### src/hw/rtl/tlpq_pkg.sv
// Shared types and constants of the three-level priority queue.
package tlpq_pkg;

   // Field widths fixed by the request and response formats.
   localparam int unsigned PAYLOAD_W = 32;
   localparam int unsigned LEVEL_W   = 2;
   localparam int unsigned OCC_W     = 5;

   // Request mode codes.
   localparam logic MODE_INSERT = 1'b0;
   localparam logic MODE_REMOVE = 1'b1;

   // Highest priority level that an insert may carry.
   localparam logic [LEVEL_W-1:0] LEVEL_MAX = 2'd2;

   // Response status codes.
   typedef enum logic [1:0] {
      STATUS_OK        = 2'd0,
      STATUS_FULL      = 2'd1,
      STATUS_EMPTY     = 2'd2,
      STATUS_BAD_LEVEL = 2'd3
   } status_type;

   // Controller states.
   typedef enum logic {
      ST_IDLE = 1'b0,
      ST_EXEC = 1'b1
   } ctrl_state_type;

   // Commands from the controller to the datapath.
   typedef struct packed {
      logic load;   // capture the incoming request
      logic exec;   // apply the captured request to the queue
   } ctrl_cmd_type;

endpackage

### src/hw/rtl/tlpq_ctrl.sv
// Controller state machine of the three-level priority queue.
module tlpq_ctrl (
   input  logic                  clock,
   input  logic                  reset,
   input  logic                  start,
   output logic                  busy,
   output logic                  rsp_strobe,
   output tlpq_pkg::ctrl_cmd_type cmd
);
   import tlpq_pkg::*;

   ctrl_state_type state_ff, state_in;
   logic           strobe_ff, strobe_in;

   // State and strobe registers.
   always_ff @(posedge clock) begin
      if (reset) begin
         state_ff  <= ST_IDLE;
         strobe_ff <= 1'b0;
      end else begin
         state_ff  <= state_in;
         strobe_ff <= strobe_in;
      end
   end

   // Next state and commands.
   always_comb begin
      state_in  = state_ff;
      cmd.load  = 1'b0;
      cmd.exec  = 1'b0;
      strobe_in = 1'b0;
      unique case (state_ff)
         ST_IDLE: begin
            if (start) begin
               cmd.load = 1'b1;
               state_in = ST_EXEC;
            end
         end
         ST_EXEC: begin
            cmd.exec  = 1'b1;
            strobe_in = 1'b1;
            state_in  = ST_IDLE;
         end
         default: begin
            state_in = ST_IDLE;
         end
      endcase
   end

   assign busy       = (state_ff != ST_IDLE);
   assign rsp_strobe = strobe_ff;

endmodule

### src/hw/rtl/tlpq_datapath.sv
// Datapath of the three-level priority queue: sorted cell row, count and result registers.
module tlpq_datapath #(
   parameter int unsigned DEPTH = 16
) (
   input  logic                               clock,
   input  logic                               reset,
   input  tlpq_pkg::ctrl_cmd_type             cmd,
   input  logic                               req_mode,
   input  logic [tlpq_pkg::PAYLOAD_W-1:0]     req_payload,
   input  logic [tlpq_pkg::LEVEL_W-1:0]       req_level,
   output logic [1:0]                         rsp_status,
   output logic [tlpq_pkg::PAYLOAD_W-1:0]     rsp_out_payload,
   output logic [tlpq_pkg::LEVEL_W-1:0]       rsp_out_level,
   output logic [tlpq_pkg::OCC_W-1:0]         rsp_occupancy
);
   import tlpq_pkg::*;

   localparam int unsigned CW = $clog2(DEPTH + 1);

   // Cell 0 holds the head (highest level, oldest within it); the row grows upward.
   logic [PAYLOAD_W-1:0] cell_data_ff  [DEPTH];
   logic [PAYLOAD_W-1:0] cell_data_in  [DEPTH];
   logic [LEVEL_W-1:0]   cell_level_ff [DEPTH];
   logic [LEVEL_W-1:0]   cell_level_in [DEPTH];
   logic [CW-1:0]        count_ff, count_in;

   logic                 mode_ff;
   logic [PAYLOAD_W-1:0] payload_ff;
   logic [LEVEL_W-1:0]   level_ff;

   logic [1:0]           status_ff;
   logic [PAYLOAD_W-1:0] out_payload_ff;
   logic [LEVEL_W-1:0]   out_level_ff;
   logic [OCC_W-1:0]     occupancy_ff;

   logic [DEPTH-1:0]     keep;
   logic                 is_full, is_empty;
   logic                 insert_ok, remove_ok;
   status_type           status_in;
   logic [CW+OCC_W-1:0]  occ_ext;

   // Request capture on acceptance.
   always_ff @(posedge clock) begin
      if (cmd.load) begin
         mode_ff    <= req_mode;
         payload_ff <= req_payload;
         level_ff   <= req_level;
      end
   end

   // A stored cell stays put on insert when its level is at least the new one.
   // Stored entries are sorted, so these flags form a prefix from cell 0.
   always_comb begin
      for (int j = 0; j < DEPTH; j++) begin
         keep[j] = (CW'(j) < count_ff) && (cell_level_ff[j] >= level_ff);
      end
   end

   // Operation decode and status.
   always_comb begin
      is_full   = (count_ff >= CW'(DEPTH));
      is_empty  = (count_ff == '0);
      insert_ok = 1'b0;
      remove_ok = 1'b0;
      status_in = STATUS_OK;
      if (mode_ff == MODE_INSERT) begin
         if (is_full) begin
            status_in = STATUS_FULL;
         end else if (level_ff > LEVEL_MAX) begin
            status_in = STATUS_BAD_LEVEL;
         end else begin
            insert_ok = 1'b1;
         end
      end else begin
         if (is_empty) begin
            status_in = STATUS_EMPTY;
         end else begin
            remove_ok = 1'b1;
         end
      end
   end

   // Per-cell next value: hold, take the new item, or shift from a neighbour.
   for (genvar g = 0; g < DEPTH; g++) begin : g_cell
      logic take_new;
      logic [PAYLOAD_W-1:0] below_data;
      logic [LEVEL_W-1:0]   below_level;
      logic [PAYLOAD_W-1:0] above_data;
      logic [LEVEL_W-1:0]   above_level;

      if (g == 0) begin : g_first
         assign take_new    = ~keep[g];
         assign below_data  = cell_data_ff[g];
         assign below_level = cell_level_ff[g];
      end else begin : g_rest
         assign take_new    = ~keep[g] & keep[g-1];
         assign below_data  = cell_data_ff[g-1];
         assign below_level = cell_level_ff[g-1];
      end

      if (g == DEPTH - 1) begin : g_last
         assign above_data  = cell_data_ff[g];
         assign above_level = cell_level_ff[g];
      end else begin : g_inner
         assign above_data  = cell_data_ff[g+1];
         assign above_level = cell_level_ff[g+1];
      end

      always_comb begin
         cell_data_in[g]  = cell_data_ff[g];
         cell_level_in[g] = cell_level_ff[g];
         if (cmd.exec && insert_ok && !keep[g]) begin
            if (take_new) begin
               cell_data_in[g]  = payload_ff;
               cell_level_in[g] = level_ff;
            end else begin
               cell_data_in[g]  = below_data;
               cell_level_in[g] = below_level;
            end
         end else if (cmd.exec && remove_ok) begin
            cell_data_in[g]  = above_data;
            cell_level_in[g] = above_level;
         end
      end
   end

   // Cell row, no reset: only cells below the count are ever read.
   always_ff @(posedge clock) begin
      for (int j = 0; j < DEPTH; j++) begin
         cell_data_ff[j]  <= cell_data_in[j];
         cell_level_ff[j] <= cell_level_in[j];
      end
   end

   // Entry count.
   always_comb begin
      count_in = count_ff;
      if (cmd.exec && insert_ok) begin
         count_in = count_ff + CW'(1);
      end else if (cmd.exec && remove_ok) begin
         count_in = count_ff - CW'(1);
      end
   end

   always_ff @(posedge clock) begin
      if (reset) begin
         count_ff <= '0;
      end else begin
         count_ff <= count_in;
      end
   end

   // Occupancy carries the low bits of the new count.
   assign occ_ext = {{OCC_W{1'b0}}, count_in};

   // Result registers.
   always_ff @(posedge clock) begin
      if (cmd.exec) begin
         status_ff      <= status_in;
         out_payload_ff <= remove_ok ? cell_data_ff[0] : '0;
         out_level_ff   <= remove_ok ? cell_level_ff[0] : '0;
         occupancy_ff   <= occ_ext[OCC_W-1:0];
      end
   end

   assign rsp_status      = status_ff;
   assign rsp_out_payload = out_payload_ff;
   assign rsp_out_level   = out_level_ff;
   assign rsp_occupancy   = occupancy_ff;

endmodule

### src/hw/rtl/three_level_priority_queue_top.sv
// Top level of the three-level priority queue.
//
//   Channel   Handshake            Ports
//   request   start high, busy low req_mode, req_payload, req_level
//   response  rsp_strobe, 1 cycle  rsp_status, rsp_out_payload, rsp_out_level, rsp_occupancy
//
// A request is taken in one cycle and applied to the cell row in the next, while busy is high.
// The response follows in the next cycle on rsp_strobe, and a new request can be taken in that
// same cycle, so no new request is taken while one is still being applied; the request
// register in front of the compare-and-shift row sets that.
// Synchronous reset empties the queue at once; no clearing pass follows.
// The receiver cannot hold responses off: each one shows for exactly one cycle.
module three_level_priority_queue_top #(
   parameter int unsigned DEPTH = 16
) (
   input  logic                           clock,
   input  logic                           reset,
   input  logic                           start,
   output logic                           busy,
   input  logic                           req_mode,
   input  logic [tlpq_pkg::PAYLOAD_W-1:0] req_payload,
   input  logic [tlpq_pkg::LEVEL_W-1:0]   req_level,
   output logic                           rsp_strobe,
   output logic [1:0]                     rsp_status,
   output logic [tlpq_pkg::PAYLOAD_W-1:0] rsp_out_payload,
   output logic [tlpq_pkg::LEVEL_W-1:0]   rsp_out_level,
   output logic [tlpq_pkg::OCC_W-1:0]     rsp_occupancy
);
   import tlpq_pkg::*;

   ctrl_cmd_type cmd;

   // Sequencing of each request.
   tlpq_ctrl u_ctrl (
      .clock      (clock),
      .reset      (reset),
      .start      (start),
      .busy       (busy),
      .rsp_strobe (rsp_strobe),
      .cmd        (cmd)
   );

   // Queue storage and result formation.
   tlpq_datapath #(
      .DEPTH (DEPTH)
   ) u_datapath (
      .clock           (clock),
      .reset           (reset),
      .cmd             (cmd),
      .req_mode        (req_mode),
      .req_payload     (req_payload),
      .req_level       (req_level),
      .rsp_status      (rsp_status),
      .rsp_out_payload (rsp_out_payload),
      .rsp_out_level   (rsp_out_level),
      .rsp_occupancy   (rsp_occupancy)
   );

endmodule

### config.mk
export PLATFORM = sky130hd
export DESIGN_NAME = three_level_priority_queue_top
export DESIGN_NICKNAME = d
export VERILOG_FILES = /design/src/hw/rtl/tlpq_pkg.sv /design/src/hw/rtl/tlpq_ctrl.sv /design/src/hw/rtl/tlpq_datapath.sv /design/src/hw/rtl/three_level_priority_queue_top.sv
export SDC_FILE = /design/constraint.sdc
export NUM_CORES = 1
export LEC_CHECK = 0
export ABC_AREA = 0
export BUFFER_PORTS_ARGS = -buffer_cell sky130_fd_sc_hd__clkbuf_2
export CORE_MARGIN = 8
export CORE_UTILIZATION = 40
export DETAILED_ROUTE_END_ITERATION = 10
export GPL_ROUTABILITY_DRIVEN = 1
export HOLD_SLACK_MARGIN = 0.15
export PLACE_DENSITY = 0.53
export SETUP_SLACK_MARGIN = 0.5
export SYNTH_ARGS = -nofsm -noshare
export SYNTH_HDL_FRONTEND = slang
export SYNTH_HIERARCHICAL = 1
export SYNTH_SLANG_ARGS = --single-unit
### constraint.sdc
create_clock -name clock -period 10.4 [get_ports clock]
set_clock_uncertainty 0.15 [all_clocks]
set_input_delay 1.56 -clock clock [delete_from_list [all_inputs] [get_ports clock]]
set_output_delay 1.56 -clock clock [all_outputs]
set_load 0.05 [all_outputs]
==> results.toml, run 1 <==
[outcome]
status = "completed"

[cts]
cts_sinks = 627
path_clk_slew_ns = 0.06
cts_resized = 0
htree_levels = 3
ctsRootBufferMaster = "clkbuf_16"
post_cts_buffers = 0
hold_buffers = 0
clk_latency_ns = 0.62
clockBufferDepth = 3
cts_tree = "built"
numCtsBuffers = 72

[logic_synthesis]
synthArstFlopShare = 0
synth_flop_cell = "edfxtp_1"
yosys_register_bits = 627
ys_seq_area_frac = 0.605
syn_area_per_cell_sq_um = 11.9
syn_nets = 2676
syn_area_sq_mm = 0.0310
synth_top_area_cell = "edfxtp_1"
netlist_top_cells_area = "edfxtp_1 (60%), mux2i_1 (12%), nand2_1 (5.6%)"
synth_edf_count = 620
syn_inst = 2602
synth_top_area_share = 0.601
synth.distinct_cells = 57
yosys_warnings = 6

[cells_and_area]
stdcell_count = 3664
n_antenna_cell = 0
final_cell_mix = "edfxtp_1 (620), nand2_1 (464), mux2i_1 (374), o21ai_0 (270), o21ai_1 (175)"
layout-drive-gt1-share = 0.130
post-route-util = 0.448
final_cell_area_sq_mm = 0.0345
seq_area_sq_mm = 0.0188
layout.nets = 2639
areaGrowthSynthToFinish_pct = 11.4
n_fill_cell = 7218
final_common_cell = "edfxtp_1"
multi_input_area_sq_mm = 0.0112

[floorplan]
die_y_microns = 294
start_util = 0.402
io_pins = 81
die-width_microns = 294
rows = 102
coreArea_sq_mm = 0.0771
dieArea_sq_mm = 0.0866

[global_route]
antenna_found_initial = 1
grt_max_degree = 70
grt_pass1_vias = 21700
grt_pass1_wl_microns = 122000
grt.overflow.total = 0
grt_usage = 0.173

[critical_path]
worstPathBufferInverterCount = 3
worstSetupPathType = "flop to flop"
slowest_delay_ns = 0.82
crit_start = "u_datapath/level_ff[1]$_DFFE_PP_"
crit_chain = "inv_1 -> ha_1 -> a21oi_1 -> o21ai_4 -> buf_4 -> nand2_1 -> buf_4"
critPathMaxFanout = 69
crit_required_ns = 10.52
cp_common_cell = "buf_4"
worstPathArrival_ns = 4.30
endpoint_kind = "flop"
r2r-start = "u_datapath/level_ff[1]$_DFFE_PP_"
critical_path.top_delay_family = "buffers and inverters"
cp_slowest_cell = "edfxtp_1"
start_kind = "flop"

[drt]
drt_wl_total_microns = 76100
drt_pre_antenna_iters = 5
vias = 19900
wl_per_cell_microns = 20.8
vias_per_cell = 5.44
dr.first_iter.drc_count = 1169
drc = 0
ant_nets = 0

[power]
intPower_uw = 4540
clkPwrFrac = 0.433
ir_drop_mv = 0.0966
p_sw_uw = 1390
sw_frac_of_total = 0.235
leakagePower_uw = 0.0122
power_frac_comb = 0.065
power.density_mw_per_mm2 = 172
seq_power_share = 0.503

[placement]
placed_area_sq_mm = 0.0321
dp_cells = 3531
place.gp.congestion = 0.788
portBuffers = 80
dp.final_hpwl_microns = 53300

[timing]
max_freq_mhz = 239
tns_ns = 0
tightest_slew_ns = 1.21
timing.slew.headroom = 0.190
finalHoldViolCount = 0
setup_viol = 0
fin_crit_sh = 0.402
holdWs_ns = 0.378
grt_setup_unrepaired = "false"
final_max_slew_viol_count = 0
layout_min_cycle_time_ns = 4.18

[worst_hold_path]
hold_class = "flop to flop"
hold_start = "u_datapath/cell_data_ff[1][233]$_DFFE_PP_"

[flow_run]
cap_violations = 0
final cells by class:
| class | instances | share of cell area |
|---|---|---|
| well taps | 1040 | 0.0377 |
| clock buffers | 96 | 0.0572 |
| repair buffers | 132 | 0.0229 |
| flip-flops and latches | 627 | 0.543 |
| inverters | 22 | 0.00239 |
| clock inverters | 37 | 0.0119 |
| multi-input cells | 1710 | 0.324 |
layer usage:
metal | wire length (microns) | vias to the layer above | global-route usage
met5 | 6 | - | 0
met4 | 1810 | 2 | 0.0517
met3 | 2220 | 120 | 0.0246
met2 | 39200 | 275 | 0.309
met1 | 32900 | 10100 | 0.217
li1 | - | 9496 | -
power by group through the flow:
stage	sequential (uW)	clock, uW	combinational, uW
finish	2980	2570	384
global route	2990	2730	430
CTS	2990	2640	391
detailed placement	3040	0	390
global placement	3040	0	380
floorplan	2990	0	290
cell families (layout without fill, tap and decap cells):
logic type,count (synthesis),in the layout,share of synthesized area
DFF,627,627,0.605
muxes,441,441,0.149
adders and majority gates,36,36,0.0145
xor gates and xnor gates,4,4,0.00113
and+or+nand+nor,591,591,0.0801
AOI/OAI and AO/OA,638,638,0.111
buffers and inverters,265,287,0.0396
worst paths after layout:
check / to / slack [ns] / cells past startpoint
hold / removal: u_datapath/cell_data_ff[1][201]$_DFFE_PP_ / 0.38 / 2
setup / recovery: u_datapath/cell_data_ff[1][187]$_DFFE_PP_ / 6.22 / 7
hold reg to reg: u_datapath/cell_data_ff[1][201]$_DFFE_PP_ / 0.38 / 2
setup reg to reg: u_datapath/cell_data_ff[1][187]$_DFFE_PP_ / 6.22 / 7
sequential cells by signal, summed over array words and instances (netlist names):
register                    flops
u_datapath/cell_data_ff       512
u_datapath/cell_level_ff       32
u_datapath/payload_ff          32
u_datapath/rsp_out_payload     32
u_datapath/count_ff             5
u_datapath/rsp_occupancy        5
u_datapath/level_ff             2
u_datapath/rsp_out_level        2
u_datapath/rsp_status           2
u_ctrl/busy                     1
u_ctrl/rsp_strobe               1
u_datapath/mode_ff              1
cell usage after synthesis, types with 4 or more instances:
| library cell | instances |
|---|---|
| edfxtp_1 | 620 |
| buf_6 | 7 |
| inv_1 | 21 |
| o22ai_1 | 102 |
| clkbuf_1 | 149 |
| a21oi_1 | 52 |
| nor2b_1 | 6 |
| o21ai_0 | 270 |
| ha_1 | 36 |
| mux2_4 | 28 |
| dfxtp_1 | 7 |
| buf_2 | 52 |
| nand2b_1 | 18 |
| mux2i_1 | 374 |
| nor2_2 | 6 |
| xnor2_1 | 4 |
| and2_1 | 34 |
| nand2_1 | 464 |
| buf_1 | 4 |
| mux2_1 | 7 |
| a21o_1 | 8 |
| o21ai_1 | 183 |
| buf_4 | 31 |
| mux2_2 | 32 |
| nor2_1 | 42 |
worst register-to-register path: stages (launching register included):
cell	delay (ns)
edfxtp_1	0.82
inv_1	0.54
ha_1	0.43
a21oi_1	0.43
o21ai_4	0.10
buf_4	0.33
nand2_1	0.62
buf_4	0.42
metrics by stage:
stage          setup WS, ns  power, uW
2_1_floorplan          6.75       3280
3_3_place_gp           6.33       3420
3_5_place_dp           6.24       3430
4_1_cts                6.20       6020
5_1_grt                5.93       6160
6_report               6.22       5930
No activity file was read; power rests on OpenSTA's default activity.
==> run 2, diff against run 1 <==
--- a/config.mk
+++ b/config.mk
@@ -12,7 +12,7 @@
 export DETAILED_ROUTE_END_ITERATION = 10
 export GPL_ROUTABILITY_DRIVEN = 1
 export HOLD_SLACK_MARGIN = 0.15
-export PLACE_DENSITY = 0.53
+export PLACE_DENSITY = 0.55
 export SETUP_SLACK_MARGIN = 0.5
 export SYNTH_ARGS = -nofsm -noshare
 export SYNTH_HDL_FRONTEND = slang
==> constraint.sdc (replaced) <==
create_clock -name clock -period 3.8 [get_ports clock]
set_clock_uncertainty 0.15 [all_clocks]
set_input_delay 0.57 -clock clock [delete_from_list [all_inputs] [get_ports clock]]
set_output_delay 0.57 -clock clock [all_outputs]
set_load 0.05 [all_outputs]
==> run 2 against run 1 <==
Non-clock buffer count up 43. Count of clock-buffer cells in the layout decreased by 4. Utilization up 0.21 points. Fmax rose by 36%. Setup slack worse by 5.5 ns. Highest routed layer is now met4.
==> results.toml, run 2 (synthesis gave the netlist of run 1 again) <==
[timing]
max_freq_mhz = 324
tns_ns = 0
fin_crit_sh = 0.811
tightest_slew_ns = 0.902
timing.slew.headroom = 0.399
layout_min_cycle_time_ns = 3.08
setup_viol = 0
holdWs_ns = 0.193
final_max_slew_viol_count = 0
finalHoldViolCount = 0
grt_setup_unrepaired = "false"

[critical_path]
worstSetupPathType = "flop to flop"
reg2reg_setup_slack_ns = 0.72
crit_required_ns = 3.96
cp_common_cell = "buf_4"
critPathMaxFanout = 34
start_kind = "flop"
worstPathArrival_ns = 3.24
slowest_delay_ns = 0.51
endpoint_kind = "flop"
crit_chain = "buf_4 -> ha_1 -> nand2b_1 -> a21oi_1 -> o211a_2 -> buf_4 -> mux2i_1 -> o21ai_1"
cp_slowest_cell = "buf_4"

[cells_and_area]
final_cell_mix = "edfxtp_1 (620), nand2_1 (453), mux2i_1 (374), o21ai_0 (270), o21ai_1 (175)"
n_antenna_cell = 0
largest_reg_flops = 512
final_common_cell = "edfxtp_1"
top_register = "u_datapath/cell_data_ff"
areaGrowthSynthToFinish_pct = 11.9
layout.nets = 2679
layout-drive-gt1-share = 0.130

[power]
power_frac_comb = 0.071
sw_frac_of_total = 0.237
clkPwrFrac = 0.405
seq_power_share = 0.524
ir_drop_mv = 0.254
intPower_uw = 11900
power.density_mw_per_mm2 = 448
power_uw = 15500
p_sw_uw = 3680
leakagePower_uw = 0.0123

[drt]
vias_per_cell = 5.50
drt_wl_total_microns = 76900
vias = 20300
top_layer = "met4"
wl_met1_microns = 34200
drt_pre_antenna_iters = 7
met3_length_microns = 2340
dr_wl_met2_microns = 38500
drc = 0
ant_nets = 0
dr.first_iter.drc_count = 1145
wl_per_cell_microns = 20.8

[cts]
htree_levels = 3
clk_latency_ns = 0.60
cts_sinks = 627
numCtsBuffers = 69
cts_tree = "built"
post_cts_buffers = 0
clockBufferDepth = 3
ctsRootBufferMaster = "clkbuf_16"
path_clk_slew_ns = 0.06

[floorplan]
io_pins = 81
die_y_microns = 294
start_util = 0.402
rows = 102
dieArea_sq_mm = 0.0866
die-width_microns = 294
coreArea_sq_mm = 0.0771

[outcome]
status = "completed"

[placement]
place.gp.congestion = 0.776
dp.final_hpwl_microns = 51200
portBuffers = 80

[global_route]
grt_pass1_wl_microns = 123000
grt_usage = 0.176
grt_max_degree = 69
grt.overflow.total = 0
grt_pass1_vias = 22100
antenna_found_initial = 0

[flow_run]
cap_violations = 0

[worst_hold_path]
hold_class = "primary input to flop"
[run 2: changes by cell type in the layout (fill, tap and decap cells not counted), moves of 2 or more]
cell / before / now
nand2_2: 0 / 9
bufinv_16: 7 / 0
buf_4: 52 / 57
dlygate4sd3_1: 0 / 36
buf_12: 0 / 2
nand2_1: 464 / 453
clkbuf_1: 18 / 15
clkinv_4: 2 / 0
clkinv_1: 13 / 18
clkinv_8: 3 / 0
nand2_4: 0 / 2
[run 2: path summary, 6_finish.rpt]
path                                                  start  cells after the start                                         to
hold reg to reg   u_datapath/cell_data_ff[1][224]$_DFFE_PP_                      2  u_datapath/cell_data_ff[1][192]$_DFFE_PP_
setup / recovery           u_datapath/level_ff[0]$_DFFE_PP_                      8   u_datapath/cell_data_ff[1][72]$_DFFE_PP_
setup reg to reg           u_datapath/level_ff[0]$_DFFE_PP_                      8   u_datapath/cell_data_ff[1][72]$_DFFE_PP_
hold / removal                                        reset                      2               u_ctrl/rsp_strobe$_SDFF_PP0_
[run 2: cell type report]
class                      count  area (sq um)
timing repair buffer         175          1230
clock inverter                29           128
tap                         1040          1300
inverter                      22          82.6
sequential                   627         18800
fill                        7276         42400
clock buffer                  92          1940
multi-input combinational   1710         11200
[run 2: metal layers]
| layer | vias to the layer above | global-route usage |
|---|---|---|
| met5 | - | 0 |
| met4 | 0 | 0.0484 |
| met3 | 119 | 0.0260 |
| met2 | 304 | 0.307 |
| met1 | 10400 | 0.226 |
| li1 | 9544 | - |
[run 2: per-stage QoR]
step,setup WS [ns],util,cells,cell area [sq um]
2_1_floorplan,0.412,-,2602,31000
3_5_place_dp,0.719,0.418,3538,32300
4_1_cts,0.716,0.450,3695,34700
6_report,0.717,0.450,3695,34700
5_1_grt,0.525,0.450,3695,34700
3_3_place_gp,0.809,0.418,3538,32300
[run 2: timing repair]
item | 4_1_cts | 5_1_grt
endpoints found under the hold margin | 36 | 0
endpoints found under the setup margin | 0 | 0
gates resized for setup | 0 | 0
hold buffers | 36 | 0
[run 2: power by group through the flow]
stage / registers [uW] / clock network (uW) / logic, uW
CTS: 8150 / 6480 / 1120
global placement: 8290 / 0 / 1060
detailed placement: 8290 / 0 / 1090
global route: 8170 / 6730 / 1240
finish: 8140 / 6300 / 1110
floorplan: 8180 / 0 / 797
[run 2: worst max-delay path: cells and delay by family, from the launching register on]
kind / cells / cell delay [ns]
compound gates: 3 / 0.70
fa+ha+maj: 1 / 0.31
buf+inv: 2 / 0.75
flops: 1 / 0.38
mux: 1 / 0.29
simple gates: 1 / 0.14
==> run 3, diff against run 2 <==
--- a/config.mk
+++ b/config.mk
@@ -12,7 +12,7 @@
 export DETAILED_ROUTE_END_ITERATION = 10
 export GPL_ROUTABILITY_DRIVEN = 1
 export HOLD_SLACK_MARGIN = 0.15
-export PLACE_DENSITY = 0.55
+export PLACE_DENSITY = 0.53
 export SETUP_SLACK_MARGIN = 0.5
 export SYNTH_ARGS = -nofsm -noshare
 export SYNTH_HDL_FRONTEND = slang
==> constraint.sdc (replaced) <==
create_clock -name clock -period 2.9 [get_ports clock]
set_clock_uncertainty 0.15 [all_clocks]
set_input_delay 0.435 -clock clock [delete_from_list [all_inputs] [get_ports clock]]
set_output_delay 0.435 -clock clock [all_outputs]
set_load 0.05 [all_outputs]
==> run 3 against run 2 <==
Combinational power is 120% higher. Highest routed layer is now met5. Total power is 44% higher. Register-to-register slack worse by 0.45 ns. Fmax is 17% higher. Cell area is 22% higher. Critical endpoint is now u_datapath/cell_level_ff[1][3]$_DFFE_PP_. Sequential share of layout area is 9.8 points lower. Utilization is 9.9 points higher. First-iteration DRC count grew to 2.7 times the previous value. Critical path depth is 3 higher. Hold slack better by 0.19 ns.
==> results.toml, run 3 (synthesis gave the netlist of run 1 again) <==
[floorplan]
die-width_microns = 294
die_y_microns = 294
rows = 102
io_pins = 81
start_util = 0.402
dieArea_sq_mm = 0.0866
coreArea_sq_mm = 0.0771

[drt]
dr.first_iter.drc_count = 3141
drc = 0
vias_per_cell = 6.05
ant_nets = 0
drt_wl_total_microns = 114000
vias = 23900
wl_per_cell_microns = 28.9
drt_pre_antenna_iters = 5

[global_route]
grt_usage = 0.183
grt_pass1_wl_microns = 127000
grt_max_degree = 65
grt.overflow.total = 0
antenna_found_initial = 0
grt_pass1_vias = 22300

[critical_path]
worstSetupPathType = "flop to flop"
start_kind = "flop"
worstPathArrival_ns = 2.91
rr_endpoint = "u_datapath/cell_level_ff[1][3]$_DFFE_PP_"
r2r-start = "u_datapath/level_ff[0]$_DFFE_PP_"
reg2regPathDepth = 11
critPathMaxFanout = 6
crit_required_ns = 3.18
endpoint_kind = "flop"
reg2reg_setup_slack_ns = 0.27

[cells_and_area]
final_cell_mix = "edfxtp_1 (620), nand2_1 (387), mux2i_1 (330), o21ai_1 (261), clkbuf_16 (153)"
n_antenna_cell = 0
multi_input_area_sq_mm = 0.0141
post-route-util = 0.549
n_fill_cell = 6355
top_register = "u_datapath/cell_data_ff"
seq_area_sq_mm = 0.0188
largest_reg_flops = 512
areaGrowthSynthToFinish_pct = 36.6
stdcell_count = 3953
final_common_cell = "edfxtp_1"
layout-drive-gt1-share = 0.312
layout.nets = 2930

[cts]
htree_levels = 3
cts_sinks = 627
path_clk_slew_ns = 0.06
cts_tree = "built"
ctsRootBufferMaster = "clkbuf_16"
clk_latency_ns = 0.62
numCtsBuffers = 72
clockBufferDepth = 3

[worst_hold_path]
hold_start = "req_payload[5]"
hold_end = "u_datapath/payload_ff[5]$_DFFE_PP_"
whs_path_depth = 2
hold_class = "primary input to flop"

[timing]
finalHoldViolCount = 0
max_freq_mhz = 380
grt_setup_unrepaired = "true"
setup_viol = 0
timing.slew.headroom = 0.328
tightest_slew_ns = 1.01
tns_ns = 0
fin_crit_sh = 0.907
layout_min_cycle_time_ns = 2.63
final_max_slew_viol_count = 0

[placement]
dp_cells = 3531
portBuffers = 80
dp.final_hpwl_microns = 52300
place.gp.congestion = 0.806

[flow_run]
cap_violations = 0

[power]
ir_drop_mv = 0.403
power_uw = 22300
power.density_mw_per_mm2 = 527
leakagePower_uw = 0.0154

[outcome]
status = "completed"
run 3: how the worst max path moves through the flow:
stage / to / start / depth (start not counted) / slack (ns)
3_5_place_dp: u_datapath/cell_data_ff[0][10]$_DFFE_PP_ / u_datapath/level_ff[0]$_DFFE_PP_ / 7 / 0.02
4_1_cts: u_datapath/cell_data_ff[1][227]$_DFFE_PP_ / u_datapath/level_ff[0]$_DFFE_PP_ / 8 / 0.36
2_1_floorplan: u_datapath/cell_data_ff[1][245]$_DFFE_PP_ / u_datapath/level_ff[0]$_DFFE_PP_ / 7 / 0.41
3_3_place_gp: u_datapath/cell_data_ff[0][9]$_DFFE_PP_ / u_datapath/level_ff[0]$_DFFE_PP_ / 7 / -0.03
5_1_grt: u_datapath/cell_level_ff[1][15]$_DFFE_PP_ / u_datapath/level_ff[0]$_DFFE_PP_ / 10 / 0.24
6_report: u_datapath/cell_level_ff[1][3]$_DFFE_PP_ / u_datapath/level_ff[0]$_DFFE_PP_ / 11 / 0.27
run 3: cell type report:
| type | count | share of cell area |
|---|---|---|
| flip-flops and latches | 627 | 0.443 |
| clock inverters | 36 | 0.00789 |
| repair inverters | 1 | 0.000207 |
| well taps | 1040 | 0.0307 |
| repair buffers | 391 | 0.136 |
| clock buffers | 95 | 0.0466 |
| inverters | 22 | 0.00236 |
| multi-input cells | 1741 | 0.333 |
run 3: repair_timing:
| item | 4_1_cts | 5_1_grt |
|---|---|---|
| gates cloned | 14 | 140 |
| pin swaps | 8 | 191 |
| setup endpoints to repair | 1020 | 922 |
| hold buffers | 38 | 0 |
| resized for setup | 54 | 670 |
| endpoints found under the hold margin | 42 | 0 |
| buffers inserted | 13 | 86 |
run 3: layer usage:
layer | share of wire | GRT usage | wire length, microns
met1 | 0.44 | 0.246 | 50200
met2 | 0.43 | 0.312 | 48700
met3 | 0.12 | 0.0249 | 13200
met4 | 0.017 | 0.0460 | 1940
met5 | 0.00078 | 0 | 89
run 3: power breakdown:
part	internal, uW	switching (uW)	total (uW)
logic	1060	1380	2440
clock network	5320	3830	9150
registers	10400	373	10700
total	16700	5580	22300
run 3: worst max-delay path, stage by stage (launching register included):
cell and delay (ns):
edfxtp_1 0.38, buf_6 0.15, buf_8 0.14, buf_6 0.12
ha_4 0.20, nand2b_4 0.13, a21o_4 0.22, a211oi_4 0.29
buf_6 0.20, buf_12 0.15, o22ai_1 0.09, o21ai_0 0.20
run 3: per-stage QoR:
| stage | setup WS, ns | hold WS [ns] | area, sq um |
|---|---|---|---|
| after global routing | 0.235 | 0.362 | 42300 |
| final | 0.270 | 0.380 | 42300 |
| after global placement | -0.0315 | 0.367 | 32800 |
| after detailed placement | 0.0187 | 0.364 | 32800 |
| after floorplan | 0.409 | 0.346 | 31600 |
| after CTS | 0.358 | 0.347 | 36100 |
